<file path="config.mk">
export PLATFORM = sky130hd
export DESIGN_NAME = power_reversal_event_timer
export DESIGN_NICKNAME = d
export VERILOG_FILES = /design/src/rtl/core/pret_pkg.sv /design/src/rtl/core/power_reversal_event_timer.sv /design/src/rtl/core/pret_evq.sv
export SDC_FILE = /design/constraint.sdc
export NUM_CORES = 1
export LEC_CHECK = 0
export BUFFER_PORTS_ARGS = -buffer_cell sky130_fd_sc_hd__buf_4
export CORE_ASPECT_RATIO = 1.1
export CORE_MARGIN = 5
export CORE_UTILIZATION = 45
export DETAILED_ROUTE_END_ITERATION = 8
export PLACE_DENSITY = 0.69
export SLEW_MARGIN = 10
export SYNTH_ARGS = -nofsm -noshare
export SYNTH_HDL_FRONTEND = slang
export SYNTH_HIERARCHICAL = 1
export SYNTH_SLANG_ARGS = --single-unit
</file>
<file path="constraint.sdc">
create_clock -name clock -period 4.43 [get_ports clock]
set_input_delay 0.2215 -clock clock [delete_from_list [all_inputs] [get_ports clock]]
set_output_delay 0.2215 -clock clock [all_outputs]
set_load 0.01 [all_outputs]
</file>
<file path="src/rtl/core/pret_pkg.sv">
package pret_pkg;

   // channel store
   localparam int CHANNELS = 8;
   localparam int CH_IDX_W = (CHANNELS > 1) ? $clog2(CHANNELS) : 1;

   // field widths
   localparam int CHAN_W     = 3;
   localparam int FLAGS_W    = 4;
   localparam int POWER_W    = 32;
   localparam int THRESH_W   = 31;
   localparam int HOLD_W     = 8;
   localparam int PHASES     = 4;
   localparam int PHASE_W    = 2;
   localparam int REQ_DATA_W = 136;
   localparam int RSP_DATA_W = 8;
   localparam int CSR_ADDR_W = 3;
   localparam int CSR_DATA_W = 32;

   // register reset values and indexes
   localparam logic [THRESH_W-1:0] THRESH_RESET  = 31'd40;
   localparam logic [HOLD_W-1:0]   HOLD_RESET    = 8'd60;
   localparam logic                REG_THRESHOLD = 1'b0;
   localparam logic                REG_HOLD      = 1'b1;

   // event codes
   localparam logic [PHASE_W-1:0] PHASE_TOTAL = 2'd3;
   localparam logic               KIND_PHASE  = 1'b0;
   localparam logic               KIND_TOTAL  = 1'b1;

   // event group queue
   localparam int QUEUE_DEPTH = 4;
   localparam int QPTR_W      = $clog2(QUEUE_DEPTH);
   localparam int QCNT_W      = $clog2(QUEUE_DEPTH + 1);

   // one stored channel entry
   typedef struct packed {
      logic [PHASES-1:0][HOLD_W-1:0] timer;
      logic [FLAGS_W-1:0]            prev;
   } pret_entry_type;

   // events caused by one sample
   typedef struct packed {
      logic [CHAN_W-1:0]  channel;
      logic [FLAGS_W-1:0] flags;
      logic [PHASES-1:0]  fire;
   } pret_group_type;

   // lowest set phase of a fire mask
   function automatic logic [PHASE_W-1:0] first_phase(input logic [PHASES-1:0] m);
      logic [PHASE_W-1:0] r;
      r = '0;
      for (int i = PHASES - 1; i >= 0; i--) begin
         if (m[i]) begin
            r = PHASE_W'(i);
         end
      end
      return r;
   endfunction

endpackage

</file>
<file path="src/rtl/core/power_reversal_event_timer.sv">
// Power reversal event timer. Each input word is one per-second sample of a
// metering channel (channel in tuser): four direction flags and four signed
// powers. A direction change whose power magnitude exceeds the threshold
// register loads that phase's hold timer with hold_ticks; all running timers
// of the channel then count down, and each one that reaches zero produces a
// result word (phase A, B, C, then total; tlast marks the last one of a
// sample). The block takes one input word per cycle unless held off. Channel
// state sits in an eight-entry memory that is read when the word is accepted
// and written back in the following cycle; a back-to-back sample of the same
// channel picks up the freshly written entry through a bypass. Results leave
// at one word per cycle while rsp_tready is high, from a four-group queue, so
// a sample that causes n events gives n result words. Input is held off while
// the queued groups plus a sample still in the update stage fill all four
// queue slots. Entry valid bits clear at reset, so no clearing pass is needed.
module power_reversal_event_timer (
   input  logic                             clock,
   input  logic                             reset,
   input  logic                             req_tvalid,
   output logic                             req_tready,
   // [3:0] direction_flags, [35:4] power_a, [67:36] power_b,
   // [99:68] power_c, [131:100] power_total, [135:132] zero
   input  logic [pret_pkg::REQ_DATA_W-1:0]  req_tdata,
   // [2:0] channel
   input  logic [pret_pkg::CHAN_W-1:0]      req_tuser,
   output logic                             rsp_tvalid,
   input  logic                             rsp_tready,
   // [2:0] event_channel, [4:3] event_phase, [5] reversed, [7:6] zero
   output logic [pret_pkg::RSP_DATA_W-1:0]  rsp_tdata,
   output logic                             rsp_tlast,
   // [0] event_kind
   output logic [0:0]                       rsp_tuser,
   input  logic                             csr_psel,
   input  logic                             csr_penable,
   input  logic                             csr_pwrite,
   input  logic [pret_pkg::CSR_ADDR_W-1:0]  csr_paddr,
   input  logic [pret_pkg::CSR_DATA_W-1:0]  csr_pwdata,
   output logic [pret_pkg::CSR_DATA_W-1:0]  csr_prdata,
   output logic                             csr_pready
);
   import pret_pkg::*;

   // configuration
   logic [THRESH_W-1:0] threshold_ff;
   logic [HOLD_W-1:0]   hold_ff;
   logic                csr_write;

   // input side
   logic                req_fire;
   logic                present;
   logic [CH_IDX_W-1:0] rd_addr;
   logic [PHASES-1:0]   exceed;
   logic [POWER_W-1:0]  power;
   logic [POWER_W-1:0]  mag;

   // state memory
   pret_entry_type      entry_mem [CHANNELS];
   logic [CHANNELS-1:0] valid_ff;
   pret_entry_type      rd_data_ff;
   logic                rd_valid_ff;

   // update stage
   logic                s1_valid_ff;
   logic [CH_IDX_W-1:0] s1_addr_ff;
   logic [FLAGS_W-1:0]  s1_flags_ff;
   logic [PHASES-1:0]   s1_exceed_ff;

   // bypass of the last write
   logic                fw_valid_ff;
   logic [CH_IDX_W-1:0] fw_addr_ff;
   pret_entry_type      fw_entry_ff;

   pret_entry_type      cur_entry;
   pret_entry_type      new_entry;
   logic [FLAGS_W-1:0]  changed;
   logic [HOLD_W-1:0]   t;
   logic [PHASES-1:0]   fire;
   pret_group_type      group;
   logic                push;
   logic [QCNT_W-1:0]   q_count;

   // register port
   assign csr_pready = 1'b1;
   assign csr_write  = csr_psel && csr_penable && csr_pwrite && csr_pready;

   always_ff @(posedge clock) begin
      if (reset) begin
         threshold_ff <= THRESH_RESET;
         hold_ff      <= HOLD_RESET;
      end else if (csr_write) begin
         case (csr_paddr[2])
            REG_THRESHOLD: threshold_ff <= csr_pwdata[THRESH_W-1:0];
            REG_HOLD:      hold_ff      <= csr_pwdata[HOLD_W-1:0];
            default: ;
         endcase
      end
   end

   always_comb begin
      case (csr_paddr[2])
         REG_THRESHOLD: csr_prdata = CSR_DATA_W'(threshold_ff);
         REG_HOLD:      csr_prdata = CSR_DATA_W'(hold_ff);
         default:       csr_prdata = '0;
      endcase
   end

   // accept and compare magnitudes against the threshold
   assign req_tready = ((QCNT_W + 1)'(q_count) + (QCNT_W + 1)'(s1_valid_ff))
                       < (QCNT_W + 1)'(QUEUE_DEPTH);
   assign req_fire   = req_tvalid && req_tready;
   assign present    = int'(req_tuser) < CHANNELS;
   assign rd_addr    = CH_IDX_W'(req_tuser);

   always_comb begin
      exceed = '0;
      power  = '0;
      mag    = '0;
      for (int k = 0; k < PHASES; k++) begin
         power     = req_tdata[FLAGS_W + POWER_W*k +: POWER_W];
         mag       = power[POWER_W-1] ? (~power + POWER_W'(1)) : power;
         exceed[k] = mag > {1'b0, threshold_ff};
      end
   end

   // read the channel entry at accept
   always_ff @(posedge clock) begin
      if (req_fire && present) begin
         rd_data_ff  <= entry_mem[rd_addr];
         rd_valid_ff <= valid_ff[rd_addr];
         s1_addr_ff  <= rd_addr;
         s1_flags_ff <= req_tdata[FLAGS_W-1:0];
         s1_exceed_ff <= exceed;
      end
   end

   always_ff @(posedge clock) begin
      if (reset) begin
         s1_valid_ff <= 1'b0;
         fw_valid_ff <= 1'b0;
         valid_ff    <= '0;
      end else begin
         s1_valid_ff <= req_fire && present;
         fw_valid_ff <= s1_valid_ff;
         if (s1_valid_ff) begin
            valid_ff[s1_addr_ff] <= 1'b1;
         end
      end
   end

   // write back and hold a copy for the next sample
   always_ff @(posedge clock) begin
      if (s1_valid_ff) begin
         entry_mem[s1_addr_ff] <= new_entry;
      end
      fw_addr_ff  <= s1_addr_ff;
      fw_entry_ff <= new_entry;
   end

   // load, count down and detect expiry
   always_comb begin
      if (fw_valid_ff && (fw_addr_ff == s1_addr_ff)) begin
         cur_entry = fw_entry_ff;
      end else if (rd_valid_ff) begin
         cur_entry = rd_data_ff;
      end else begin
         cur_entry = '0;
      end
      changed        = s1_flags_ff ^ cur_entry.prev;
      new_entry.prev = s1_flags_ff;
      new_entry.timer = '0;
      fire = '0;
      t    = '0;
      for (int k = 0; k < PHASES; k++) begin
         t = (changed[k] && s1_exceed_ff[k]) ? hold_ff : cur_entry.timer[k];
         new_entry.timer[k] = (t != '0) ? (t - HOLD_W'(1)) : '0;
         fire[k] = (t == HOLD_W'(1));
      end
      group.channel = CHAN_W'(s1_addr_ff);
      group.flags   = s1_flags_ff;
      group.fire    = fire;
      push = s1_valid_ff && (fire != '0);
   end

   pret_evq u_evq (
      .clock      (clock),
      .reset      (reset),
      .push       (push),
      .push_group (group),
      .count      (q_count),
      .rsp_tvalid (rsp_tvalid),
      .rsp_tready (rsp_tready),
      .rsp_tdata  (rsp_tdata),
      .rsp_tlast  (rsp_tlast),
      .rsp_tuser  (rsp_tuser)
   );

endmodule

</file>
<file path="src/rtl/core/pret_evq.sv">
module pret_evq (
   input  logic                             clock,
   input  logic                             reset,
   input  logic                             push,
   input  pret_pkg::pret_group_type         push_group,
   output logic [pret_pkg::QCNT_W-1:0]      count,
   output logic                             rsp_tvalid,
   input  logic                             rsp_tready,
   // [2:0] event_channel, [4:3] event_phase, [5] reversed, [7:6] zero
   output logic [pret_pkg::RSP_DATA_W-1:0]  rsp_tdata,
   output logic                             rsp_tlast,
   // [0] event_kind
   output logic [0:0]                       rsp_tuser
);
   import pret_pkg::*;

   pret_group_type     groups_ff [QUEUE_DEPTH];
   logic [QPTR_W-1:0]  wr_ptr_ff;
   logic [QPTR_W-1:0]  rd_ptr_ff;
   logic [QCNT_W-1:0]  count_ff;
   logic [QCNT_W-1:0]  count_in;

   pret_group_type     head;
   logic [PHASE_W-1:0] phase;
   logic [PHASES-1:0]  rest;
   logic               out_fire;
   logic               pop;

   // present the lowest pending event of the head group
   always_comb begin
      head       = groups_ff[rd_ptr_ff];
      phase      = first_phase(head.fire);
      rest       = head.fire & (head.fire - PHASES'(1));
      rsp_tvalid = (count_ff != '0);
      rsp_tlast  = (rest == '0);
      rsp_tuser  = (phase == PHASE_TOTAL) ? KIND_TOTAL : KIND_PHASE;
      rsp_tdata  = {2'b00, head.flags[phase], phase, head.channel};
      out_fire   = rsp_tvalid && rsp_tready;
      pop        = out_fire && rsp_tlast;
      count_in   = count_ff + QCNT_W'(push) - QCNT_W'(pop);
   end

   assign count = count_ff;

   // queue pointers and fill
   always_ff @(posedge clock) begin
      if (reset) begin
         wr_ptr_ff <= '0;
         rd_ptr_ff <= '0;
         count_ff  <= '0;
      end else begin
         count_ff <= count_in;
         if (push) begin
            wr_ptr_ff <= wr_ptr_ff + QPTR_W'(1);
         end
         if (pop) begin
            rd_ptr_ff <= rd_ptr_ff + QPTR_W'(1);
         end
      end
   end

   // store groups; drop the delivered phase from the head
   always_ff @(posedge clock) begin
      if (push) begin
         groups_ff[wr_ptr_ff] <= push_group;
      end
      if (out_fire && !rsp_tlast) begin
         groups_ff[rd_ptr_ff].fire <= rest;
      end
   end

endmodule

</file>
Word level (Yosys, flattened, before mapping):

Memory sizes are Yosys's and may differ from the RTL's. A register that Yosys moved wholly into a read port is not among the register bits.
Cells that the tools add are included.

* register bits after elaboration: 107
* bits in writable memories: 332
* bits of input ports: 181
* memories: 2

* add/subtract/negate cells: 14
* $lt $le $gt $ge: 9
* equality and inequality tests: 6
* multiplexer cells: 34
* bitwise operators: 8
* reductions and logical operators: 23

Memories
* entry_mem: depth 8, bits a word 36, rd ports 1, clocked after Yosys merged registers in 1, wr ports 1, RTL line power_reversal_event_timer.sv:56 `pret_entry_type entry_mem [CHANNELS];`
* u_evq.groups_ff: depth 4, bits a word 11, rd ports 1, clocked after Yosys merged registers in 1, wr ports 2, RTL line pret_evq.sv:17 `pret_group_type groups_ff [QUEUE_DEPTH];`

Operators with widths (number)
* 32-bit by 1-bit adder with 32-bit output (second input constant): 4
* 32-bit by 31-bit greater-than comparator with 1-bit output: 4
* 32-bit two-way mux: 4
* 32-bit NOT: 4
* 36-bit two-way mux: 2
* 8-bit two-way mux: 8
* 32-bit one-hot mux with 2 select lines: 1
* 8-bit by 1-bit == test with 1-bit output (second input constant): 4
* 8-bit nonzero test: 4
* 8-bit by 1-bit subtractor with 8-bit output (second input constant): 4
* 1-bit logical AND: 13
* 2-bit two-way mux: 6
* 1-bit two-way mux: 10
* 3-bit by 4-bit less-than comparator with 1-bit output (second input constant): 2
* 8-bit bitwise OR: 1
* 2-bit by 1-bit adder with 2-bit output (second input constant): 2
* 3-bit by 1-bit adder with 4-bit output: 1
* 4-bit bitwise AND: 1
* 4-bit logical NOT: 1
* 4-bit by 3-bit less-than comparator with 1-bit output (second input constant): 1
* 2-bit AND reduction: 2
* 4-bit nonzero test: 1
* 4-bit by 1-bit subtractor with 4-bit output (second input constant): 1
* 4-bit XOR: 1
* 12 further kinds: 12

Longest topological paths before layout:

Gate-level depths: netlist of run 1.

* depth in word-level cells: 11
* gate-level depth with buffers: 17

Modules after synthesis:

Netlist of run 1, hierarchy kept.

By module, submodules not included
* power_reversal_event_timer: instances 1, cells an instance 1864, area an instance 22516.6 um^2
* pret_evq: instances 1, cells an instance 168, area an instance 2560.0 um^2

Least setup slack after synthesis of run 1:

OpenSTA, ideal clock, no wires.

* path type: reg-to-reg
* start: reg s1_addr_ff[1]
* end: reg u_evq.count_ff[2], in the netlist u_evq/count[2]
* data arrival time: 4.096 ns
* path slack: 0.219 ns
* stages on the path, launching flop included: 18
* clock period less this slack: 4.211 ns
* path through: edfxtp_1 -> xnor2_1 -> and4_1 -> clkbuf_1 -> clkbuf_1 -> clkbuf_1 -> buf_1 -> nand2_1 -> a21oi_1 -> a21oi_1 -> ha_1 -> and2_1 -> o41a_1 -> ha_1 -> fa_1 -> xnor2_1 -> xnor2_1 -> nor2_1

* word-level cells in the longest chain between the ends: 11
* elaborated cells between the ends (all ways): 20

RTL lines
* start: declaration: RTL line power_reversal_event_timer.sv:63 `logic [CH_IDX_W-1:0] s1_addr_ff;`
* start signal: assignment: RTL line power_reversal_event_timer.sv:129 `s1_addr_ff <= rd_addr;`
* 3-bit == test (*): RTL line power_reversal_event_timer.sv:160 `if (fw_valid_ff && (fw_addr_ff == s1_addr_ff)) begin`
* 1-bit logical AND (*): RTL line power_reversal_event_timer.sv:160
* 36-bit two-way mux (*): RTL line power_reversal_event_timer.sv:160
* 4-bit XOR: RTL line power_reversal_event_timer.sv:167 `changed = s1_flags_ff ^ cur_entry.prev;`
* 1-bit logical AND: RTL line power_reversal_event_timer.sv:173 `t = (changed[k] && s1_exceed_ff[k]) ? hold_ff : cur_entry.timer[k];`
* 8-bit two-way mux (*): RTL line power_reversal_event_timer.sv:173
* 8-bit by 1-bit == test with 1-bit output (*): RTL line power_reversal_event_timer.sv:175 `fire[k] = (t == HOLD_W'(1));`
* named net fire[2]: RTL line power_reversal_event_timer.sv:76 `logic [PHASES-1:0] fire;`
* 4-bit nonzero test (*): RTL line power_reversal_event_timer.sv:180 `push = s1_valid_ff && (fire != '0);`
* 1-bit logical AND (*): RTL line power_reversal_event_timer.sv:180
* named net push: RTL line power_reversal_event_timer.sv:78 `logic push;`
* 3-bit by 1-bit adder with 3-bit output (*): RTL line pret_evq.sv:40 `count_in = count_ff + QCNT_W'(push) - QCNT_W'(pop);`
* 3-bit by 1-bit subtractor with 3-bit output (*): RTL line pret_evq.sv:40
* end signal: assignment: RTL line pret_evq.sv:52 `count_ff <= count_in;`
* end: declaration: RTL line pret_evq.sv:20 `logic [QCNT_W-1:0] count_ff;`

Mark *: on every way through the listed nets, which the timed path passes. The rest lies on a longest branch.
A chain may end at the register's enable or synchronous reset.

Worst setup path in the final report of run 1:

* start: reg s1_addr_ff[0]
* end: reg u_evq.count_ff[2], in the netlist u_evq/count[2]

Same word-level chain as after synthesis.

==> flow_summary_export.csv, run 1 <==
group,metric,value,unit
sta,finalSetupViolations,0,
yosys,postSynthAreaPerCell,12.34,µm²
min_path,hold_depth,2,
die,floorplan.initialDensity,45.54,%
cells_and_area,syn_to_final_growth,18.35,%
yosys,post-synth-top-area-cell,"sky130_fd_sc_hd__edfxtp_1",
sta,worst_slew_margin,24.13,%
die,io_pins,226,
sta,final_skew,0.02172,ns
die,die_x,235.1,µm
clock_tree,cts_num_sinks,477,
yosys,post_synth_instance_area,25080,µm²
pwr,internal_power,8.902,mW
grt,grtUsageTotal,21.84,%
cells_and_area,post_route_cells_drive_above_1_share,20.87,%
yosys,sequential_fraction_of_the_synthesis_area,53.25,%
sta,finalHoldViolations,0,
yosys,synth.area.top_cells,"sky130_fd_sc_hd__edfxtp_1 (46%), sky130_fd_sc_hd__dfxtp_1 (7.7%), sky130_fd_sc_hd__ha_1 (7.3%)",
clock_tree,ctsLongestPathBuffers,3,
run_status,outcome,"finished clean",
yosys,synth_common_cells,"sky130_fd_sc_hd__edfxtp_1 (380), sky130_fd_sc_hd__nand2_1 (199), sky130_fd_sc_hd__ha_1 (146), sky130_fd_sc_hd__xnor2_1 (130), sky130_fd_sc_hd__a21oi_1 (128)",
pwr,peakVddDrop,0.0002639,V
clock_tree,tritoncts,"built",
pwr,switching_share_of_power,27.14,%
sta,max_freq,248.0,MHz
yosys,synthCells,2032,
die,floorplan.core_area,55070,µm²
routing,drt-total-wl,68170,µm
clock_tree,clock_insertion_delay_worst_skew,0.59,ns
grt,global_route.overflow_total,0,
critical_path,worst-path-max-fanout,53,
cells_and_area,antennaDiodeCount,0,
yosys,synth_edf_count,380,
clock_tree,cts-htree-levels,2,
sta,final_min_period_over_clock_period,91.02,%
yosys,synth_async_sr_flop_share,0,%
sta,timing.final.crit_period,4.032,ns
critical_path,critPathRequiredTime,4.88,ns
placement,postPlaceCellArea,27670,µm²
sta,setup_tns,0,ns
critical_path,path_class,"reg -> reg",
routing,final_antenna_net_count,0,
critical_path,timing.reg2reg.worst_path_depth,13,
routing,drt_iter0_markers,1193,
critical_path,start_kind,"flop",
pwr,switch_pwr,3.316,mW
die,placement_rows,90,
routing,route.detailed.wl_per_inst,22.21,µm
pwr,clock_power_share,34.4,%
placement,gpl.final_weighted_congestion,0.9328,
grt,grt_pass1_vias,17930,
routing,drt_first_pass_iters,5,
routing,drcViolationCount,0,
yosys,netlist.area_leader.share,45.50,%
clock_tree,cts.reportedPaths.clkPinSlew,0.06,ns
sta,rsz_0062_raised_after_global_routing,"no",
grt,antenna_found_initial,0,
routing,vias_per_cell,5.807,
grt,grt_pass1_wl,104100,µm
pwr,sequentialPowerShare,46.9,%
clock_tree,numCtsBuffers,50,
die,die_area,60550,µm²
clock_tree,clockRootBuffer,"sky130_fd_sc_hd__clkbuf_16",
cells_and_area,fin_util,53.90,%
pwr,p_per_area,411.7,nW/µm²
pwr,p_comb_share,18.7,%
yosys,synth.yosys.warnings,6,
yosys,synth_seq_cells,477,
yosys,count_of_distinct_cell_types_in_the_synthesized_netlist,63,
clock_tree,postCtsSetupBuffers,0,
sta,slew_violations,0,
yosys,synth_top_flop_cell,"sky130_fd_sc_hd__edfxtp_1",
sta,transition_at_the_pin_with_the_smallest_max_transition_slack,1.138,ns
die,chipHeight,257.6,µm
critical_path,worst_setup_path_end_kind,"flop",
cells_and_area,final_cell_area,29680,µm²
pwr,cellLeakagePower,10.73,nW
min_path,holdCritPathClass,"in -> reg",
grt,grt_max_degree,76,
yosys,yosysMostFrequentCell,"sky130_fd_sc_hd__edfxtp_1",
cells_and_area,final_net_count,2622,
placement,hpwl,48050,µm
routing,via_count,17830,
flow_run,max_cap_viol_count,0,
placement,io_buffer_count,214,
critical_path,cp_data_arrival_time,4.48,ns
## placed cells by master, fill, tap and decap left out, types with 16 or more instances in the layout
cell type,synthesis,layout
sky130_fd_sc_hd__a21o_1,41,41
sky130_fd_sc_hd__mux2_2,43,43
sky130_fd_sc_hd__nor2_1,100,93
sky130_fd_sc_hd__ha_1,146,146
sky130_fd_sc_hd__nand4_1,29,29
sky130_fd_sc_hd__nor4_1,21,21
sky130_fd_sc_hd__and2_1,19,18
sky130_fd_sc_hd__o31ai_1,46,46
sky130_fd_sc_hd__clkbuf_16,0,52
sky130_fd_sc_hd__nand2b_1,30,30
sky130_fd_sc_hd__nand2_1,199,199
sky130_fd_sc_hd__edfxtp_1,380,380
sky130_fd_sc_hd__dfxtp_1,97,97
sky130_fd_sc_hd__o21ai_0,96,96
sky130_fd_sc_hd__inv_1,62,62
sky130_fd_sc_hd__nand3_1,43,43
sky130_fd_sc_hd__dlygate4sd3_1,0,35
sky130_fd_sc_hd__mux2i_1,40,39
sky130_fd_sc_hd__nor3_1,25,23
sky130_fd_sc_hd__a21oi_1,128,128
sky130_fd_sc_hd__nor2b_1,16,16
sky130_fd_sc_hd__o41ai_1,22,22
sky130_fd_sc_hd__mux4_2,77,77
sky130_fd_sc_hd__xnor2_1,130,130
sky130_fd_sc_hd__buf_4,4,258
sky130_fd_sc_hd__or3_1,23,23
sky130_fd_sc_hd__or4_1,23,23
## critical path: stages, from the launching register on
cell and delay (ns):
sky130_fd_sc_hd__edfxtp_1 0.50, sky130_fd_sc_hd__xnor2_1 0.19, sky130_fd_sc_hd__nand4_1 0.18, sky130_fd_sc_hd__buf_12 0.25, sky130_fd_sc_hd__mux2i_1 0.48, sky130_fd_sc_hd__o21ai_0 0.24
sky130_fd_sc_hd__ha_1 0.22, sky130_fd_sc_hd__and2_1 0.19, sky130_fd_sc_hd__o41a_1 0.56, sky130_fd_sc_hd__ha_1 0.28, sky130_fd_sc_hd__fa_1 0.40, sky130_fd_sc_hd__xnor2_1 0.18
sky130_fd_sc_hd__xnor2_1 0.14, sky130_fd_sc_hd__nor2_1 0.05
## area by class of cell
class	instances	area (µm²)
clock inverter	26	259.0
fill	4596	25390
inverter	62	232.7
clock buffer	66	1394
tap	736	920.9
sequential	477	13350
timing repair buffer	294	2307
multi-input combinational	1409	11210
## repair_timing
action,in CTS,in global routing
setup endpoints to repair,0,1
gates resized for setup,0,1
hold buffers,35,0
hold endpoints to repair,43,0
## routing by layer
metal	global-route usage (%)	share of wire, %	vias up
li1	-	-	8223
met1	27.86	40	8836
met2	37.68	49	645
met3	4.322	7.1	122
met5	0	0	-
met4	7.122	3.3	0
## state kept, by name (all words and copies together) (netlist names), named ones only
signal	count
entry_mem	288
u_evq/count	3
fw_addr_ff	3
u_evq/rd_ptr_ff	2
s1_addr_ff	3
rd_data_ff	36
hold_ff	8
u_evq/wr_ptr_ff	2
s1_exceed_ff	4
fw_valid_ff	1
s1_valid_ff	1
s1_flags_ff	4
threshold_ff	31
fw_entry_ff	36
valid_ff	8
u_evq/groups_ff	44
rd_valid_ff	1
## final timing paths
check	from	to	slack, ns
max	s1_addr_ff[0]	u_evq/count[2]	0.40
min	reset	u_evq/rd_ptr_ff[0]	0.13
max reg2reg	s1_addr_ff[0]	u_evq/count[2]	0.40
min reg2reg	threshold_ff[19]	threshold_ff[19]	0.46
## kinds of logic after synthesis
| kind of cell | share of synthesized area (%) |
|---|---|
| buf+inv | 2.305 |
| mux | 11.28 |
| compound gates | 9.605 |
| xor+xnor | 4.750 |
| other cells | 0.04490 |
| flops | 53.25 |
| fa+ha+maj | 7.365 |
| simple gates | 11.40 |
## per-stage QoR
stage | cells | setup slack (ns) | hold slack (ns) | power [mW]
CTS | 3070 | 0.2928 | 0.1065 | 12.30
floorplan | 2033 | 0.2193 | 0.2931 | 7.230
finish | 3070 | 0.3979 | 0.1290 | 12.22
global placement | 2943 | 0.3253 | 0.4020 | 7.946
detailed placement | 2943 | 0.2997 | 0.4008 | 8.064
global route | 3070 | 0.03757 | 0.1516 | 12.78
## power groups by stage
stage          sequential [mW]  clock [mW]  combinational, mW
2_1_floorplan             5.73           0               1.50
3_3_place_gp              5.80           0               2.15
3_5_place_dp              5.82           0               2.24
4_1_cts                   5.73        4.29               2.28
5_1_grt                   5.77        4.48               2.52
6_report                  5.73        4.20               2.28
(Power assumes the default switching activity.)
==> inputs of run 2 (changes only) <==
- PLACE_DENSITY: 0.69 -> 0.78
==> run 2 against run 1 <==
Effect of this change: wire length increased by 3.6%; register-to-register slack lost 0.10 ns; count of clock-buffer cells in the layout is 1 lower; worst setup slack got worse by 0.10 ns; die area did not move; via count grew 1.6%; combinational power is essentially flat; critical path depth stayed put; maximum frequency shrank 2.5%; largest power group unchanged; highest routed layer unchanged.
==> flow_summary_export.csv, run 2 (synthesized netlist as in run 1, its figures left out) <==
group,metric,value,unit
run_status,outcome,"finished clean",
cells_and_area,largest_registers,"entry_mem: 288 flops, u_evq/groups_ff: 44 flops",
cells_and_area,final_net_count,2619,
pwr,sequentialPowerShare,48.0,%
sta,timing.final.crit_period,4.136,ns
routing,route.detailed.wl_per_inst,23.05,µm
placement,gpl.final_weighted_congestion,0.9602,
sta,finalWorstSetupSlack,0.2943,ns
pwr,switching_share_of_power,27.61,%
critical_path,reg2reg_slack,0.29,ns
critical_path,worst-path-max-fanout,69,
pwr,cellLeakagePower,10.66,nW
die,floorplan.core_area,55070,µm²
clock_tree,clock_insertion_delay_worst_skew,0.60,ns
routing,via_count,18110,
flow_run,max_cap_viol_count,0,
sta,finalSetupViolations,0,
clock_tree,ctsLongestPathBuffers,3,
placement,dp_slack,0.2173,ns
grt,grt_max_degree,76,
sta,finalHoldViolations,0,
sta,slew_violations,0,
min_path,holdCritPathClass,"in -> reg",
routing,met2_length,35110,µm
min_path,worst_hold_startpoint,"reset",
grt,grtUsageTotal,22.67,%
routing,vias_per_cell,5.907,
min_path,worst_hold_end,"valid_ff[7]",
min_path,hold_depth,2,
critical_path,path_class,"reg -> reg",
critical_path,worstSetupStartpoint,"s1_addr_ff[0]",
critical_path,timing.rr.start,"s1_addr_ff[0]",
die,floorplan.initialDensity,45.54,%
grt,grt_pass1_wl,107700,µm
sta,rsz_0062_raised_after_global_routing,"no",
cells_and_area,largest_register_ffs,288,
die,placement_rows,90,
critical_path,timing.reg2reg.worst_path_depth,13,
routing,drt_first_pass_iters,6,
pwr,switch_pwr,3.302,mW
cells_and_area,antennaDiodeCount,0,
routing,drt_iter0_markers,1475,
routing,drcViolationCount,0,
routing,top_layer_used,"met4",
routing,wl_met1,26970,µm
routing,final_antenna_net_count,0,
placement,dp_cells,2940,
sta,transition_at_the_pin_with_the_smallest_max_transition_slack,1.165,ns
clock_tree,cts_num_sinks,477,
cells_and_area,post_route_cells_drive_above_1_share,20.57,%
pwr,peakVddDrop,0.0002433,V
routing,routed-wl-met3,5028,µm
clock_tree,clockRootBuffer,"sky130_fd_sc_hd__clkbuf_16",
placement,io_buffer_count,214,
pwr,internal_power,8.654,mW
cells_and_area,commonest_cells_after_routing_fill_and_taps_aside,"sky130_fd_sc_hd__edfxtp_1 (380), sky130_fd_sc_hd__buf_4 (257), sky130_fd_sc_hd__nand2_1 (199), sky130_fd_sc_hd__ha_1 (146), sky130_fd_sc_hd__xnor2_1 (130)",
sta,worst_slew_margin,22.30,%
clock_tree,numCtsBuffers,47,
critical_path,rr_endpoint,"u_evq/count[2]",
grt,global_route.overflow_total,0,
grt,grt_pass1_vias,18580,
cells_and_area,mostFrequentLayoutCell,"sky130_fd_sc_hd__edfxtp_1",
critical_path,start_kind,"flop",
die,die_area,60550,µm²
sta,final_min_period_over_clock_period,93.36,%
critical_path,cp_data_arrival_time,4.58,ns
cells_and_area,syn_to_final_growth,17.76,%
pwr,p_per_area,404.9,nW/µm²
clock_tree,tritoncts,"built",
sta,max_freq,241.8,MHz
cells_and_area,regMostFlops,"entry_mem",
clock_tree,cts-htree-levels,2,
grt,antenna_found_initial,0,
cells_and_area,final_cell_area,29530,µm²
die,die_x,235.1,µm
critical_path,critPathRequiredTime,4.88,ns
critical_path,worst_setup_path_end_kind,"flop",
cells_and_area,layoutNonFillerInstCount,3065,
placement,postPlaceCellArea,27660,µm²
clock_tree,cts.reportedPaths.clkPinSlew,0.06,ns
pwr,clock_power_share,32.7,%
routing,drt-total-wl,70640,µm
sta,final_skew,0.02500,ns
pwr,p_comb_share,19.4,%
die,chipHeight,257.6,µm
die,io_pins,226,
sta,setup_tns,0,ns
placement,hpwl,50080,µm
-- run 2: worst max-delay path, stage by stage, from the launching register on --
cell and delay [ns]:
sky130_fd_sc_hd__edfxtp_1 0.49, sky130_fd_sc_hd__xnor2_1 0.19, sky130_fd_sc_hd__nand4_1 0.15, sky130_fd_sc_hd__buf_12 0.28, sky130_fd_sc_hd__mux2i_1 0.54, sky130_fd_sc_hd__o21ai_0 0.31
sky130_fd_sc_hd__ha_1 0.25, sky130_fd_sc_hd__and2_1 0.21, sky130_fd_sc_hd__o41a_1 0.52, sky130_fd_sc_hd__ha_1 0.27, sky130_fd_sc_hd__fa_1 0.40, sky130_fd_sc_hd__xnor2_1 0.19
sky130_fd_sc_hd__xnor2_1 0.14, sky130_fd_sc_hd__nor2_1 0.05
-- run 2: layout make-up --
| class | instances | area, µm² |
|---|---|---|
| fill | 4487 | 25530 |
| sequential | 477 | 13350 |
| multi-input combinational | 1409 | 11210 |
| timing repair buffer | 294 | 2320 |
| clock buffer | 65 | 1274 |
| tap | 736 | 920.9 |
| inverter | 62 | 232.7 |
| clock inverter | 22 | 220.2 |
-- run 2: power by group through the flow --
stage | combinational, mW | clock [mW] | sequential (mW)
2_1_floorplan | 1.50 | 0 | 5.73
3_3_place_gp | 2.14 | 0 | 5.79
3_5_place_dp | 2.25 | 0 | 5.82
4_1_cts | 2.29 | 3.96 | 5.73
5_1_grt | 2.54 | 4.17 | 5.77
6_report | 2.31 | 3.91 | 5.74
-- run 2: stage by stage --
step / power [mW] / util, % / hold slack, ns
global placement: 7.931 / 50.23 / 0.4118
floorplan: 7.230 / - / 0.2931
detailed placement: 8.069 / 50.23 / 0.4011
finish: 11.96 / 53.63 / 0.1649
global route: 12.47 / 53.63 / 0.1594
CTS: 11.98 / 53.58 / 0.1221
-- run 2: layer usage --
layer,vias up,GRT usage [%]
li1,8225,-
met1,8868,27.65
met2,843,39.81
met3,169,4.044
met4,0,9.555
met5,-,0
-- run 2: repair_timing --
item | 4_1_cts | 5_1_grt
hold buffers | 35 | 0
buffers inserted | 0 | 3
hold endpoints to repair | 43 | 0
endpoints found under the setup margin | 0 | 1
gates resized for setup | 0 | 1
-- run 2: worst max-delay path by stage --
stage / endpoint
CTS: u_evq/count[2]
floorplan: u_evq/count[2]
global placement: s1_exceed_ff[0]
finish: u_evq/count[2]
global route: u_evq/count[2]
detailed placement: u_evq/count[2]
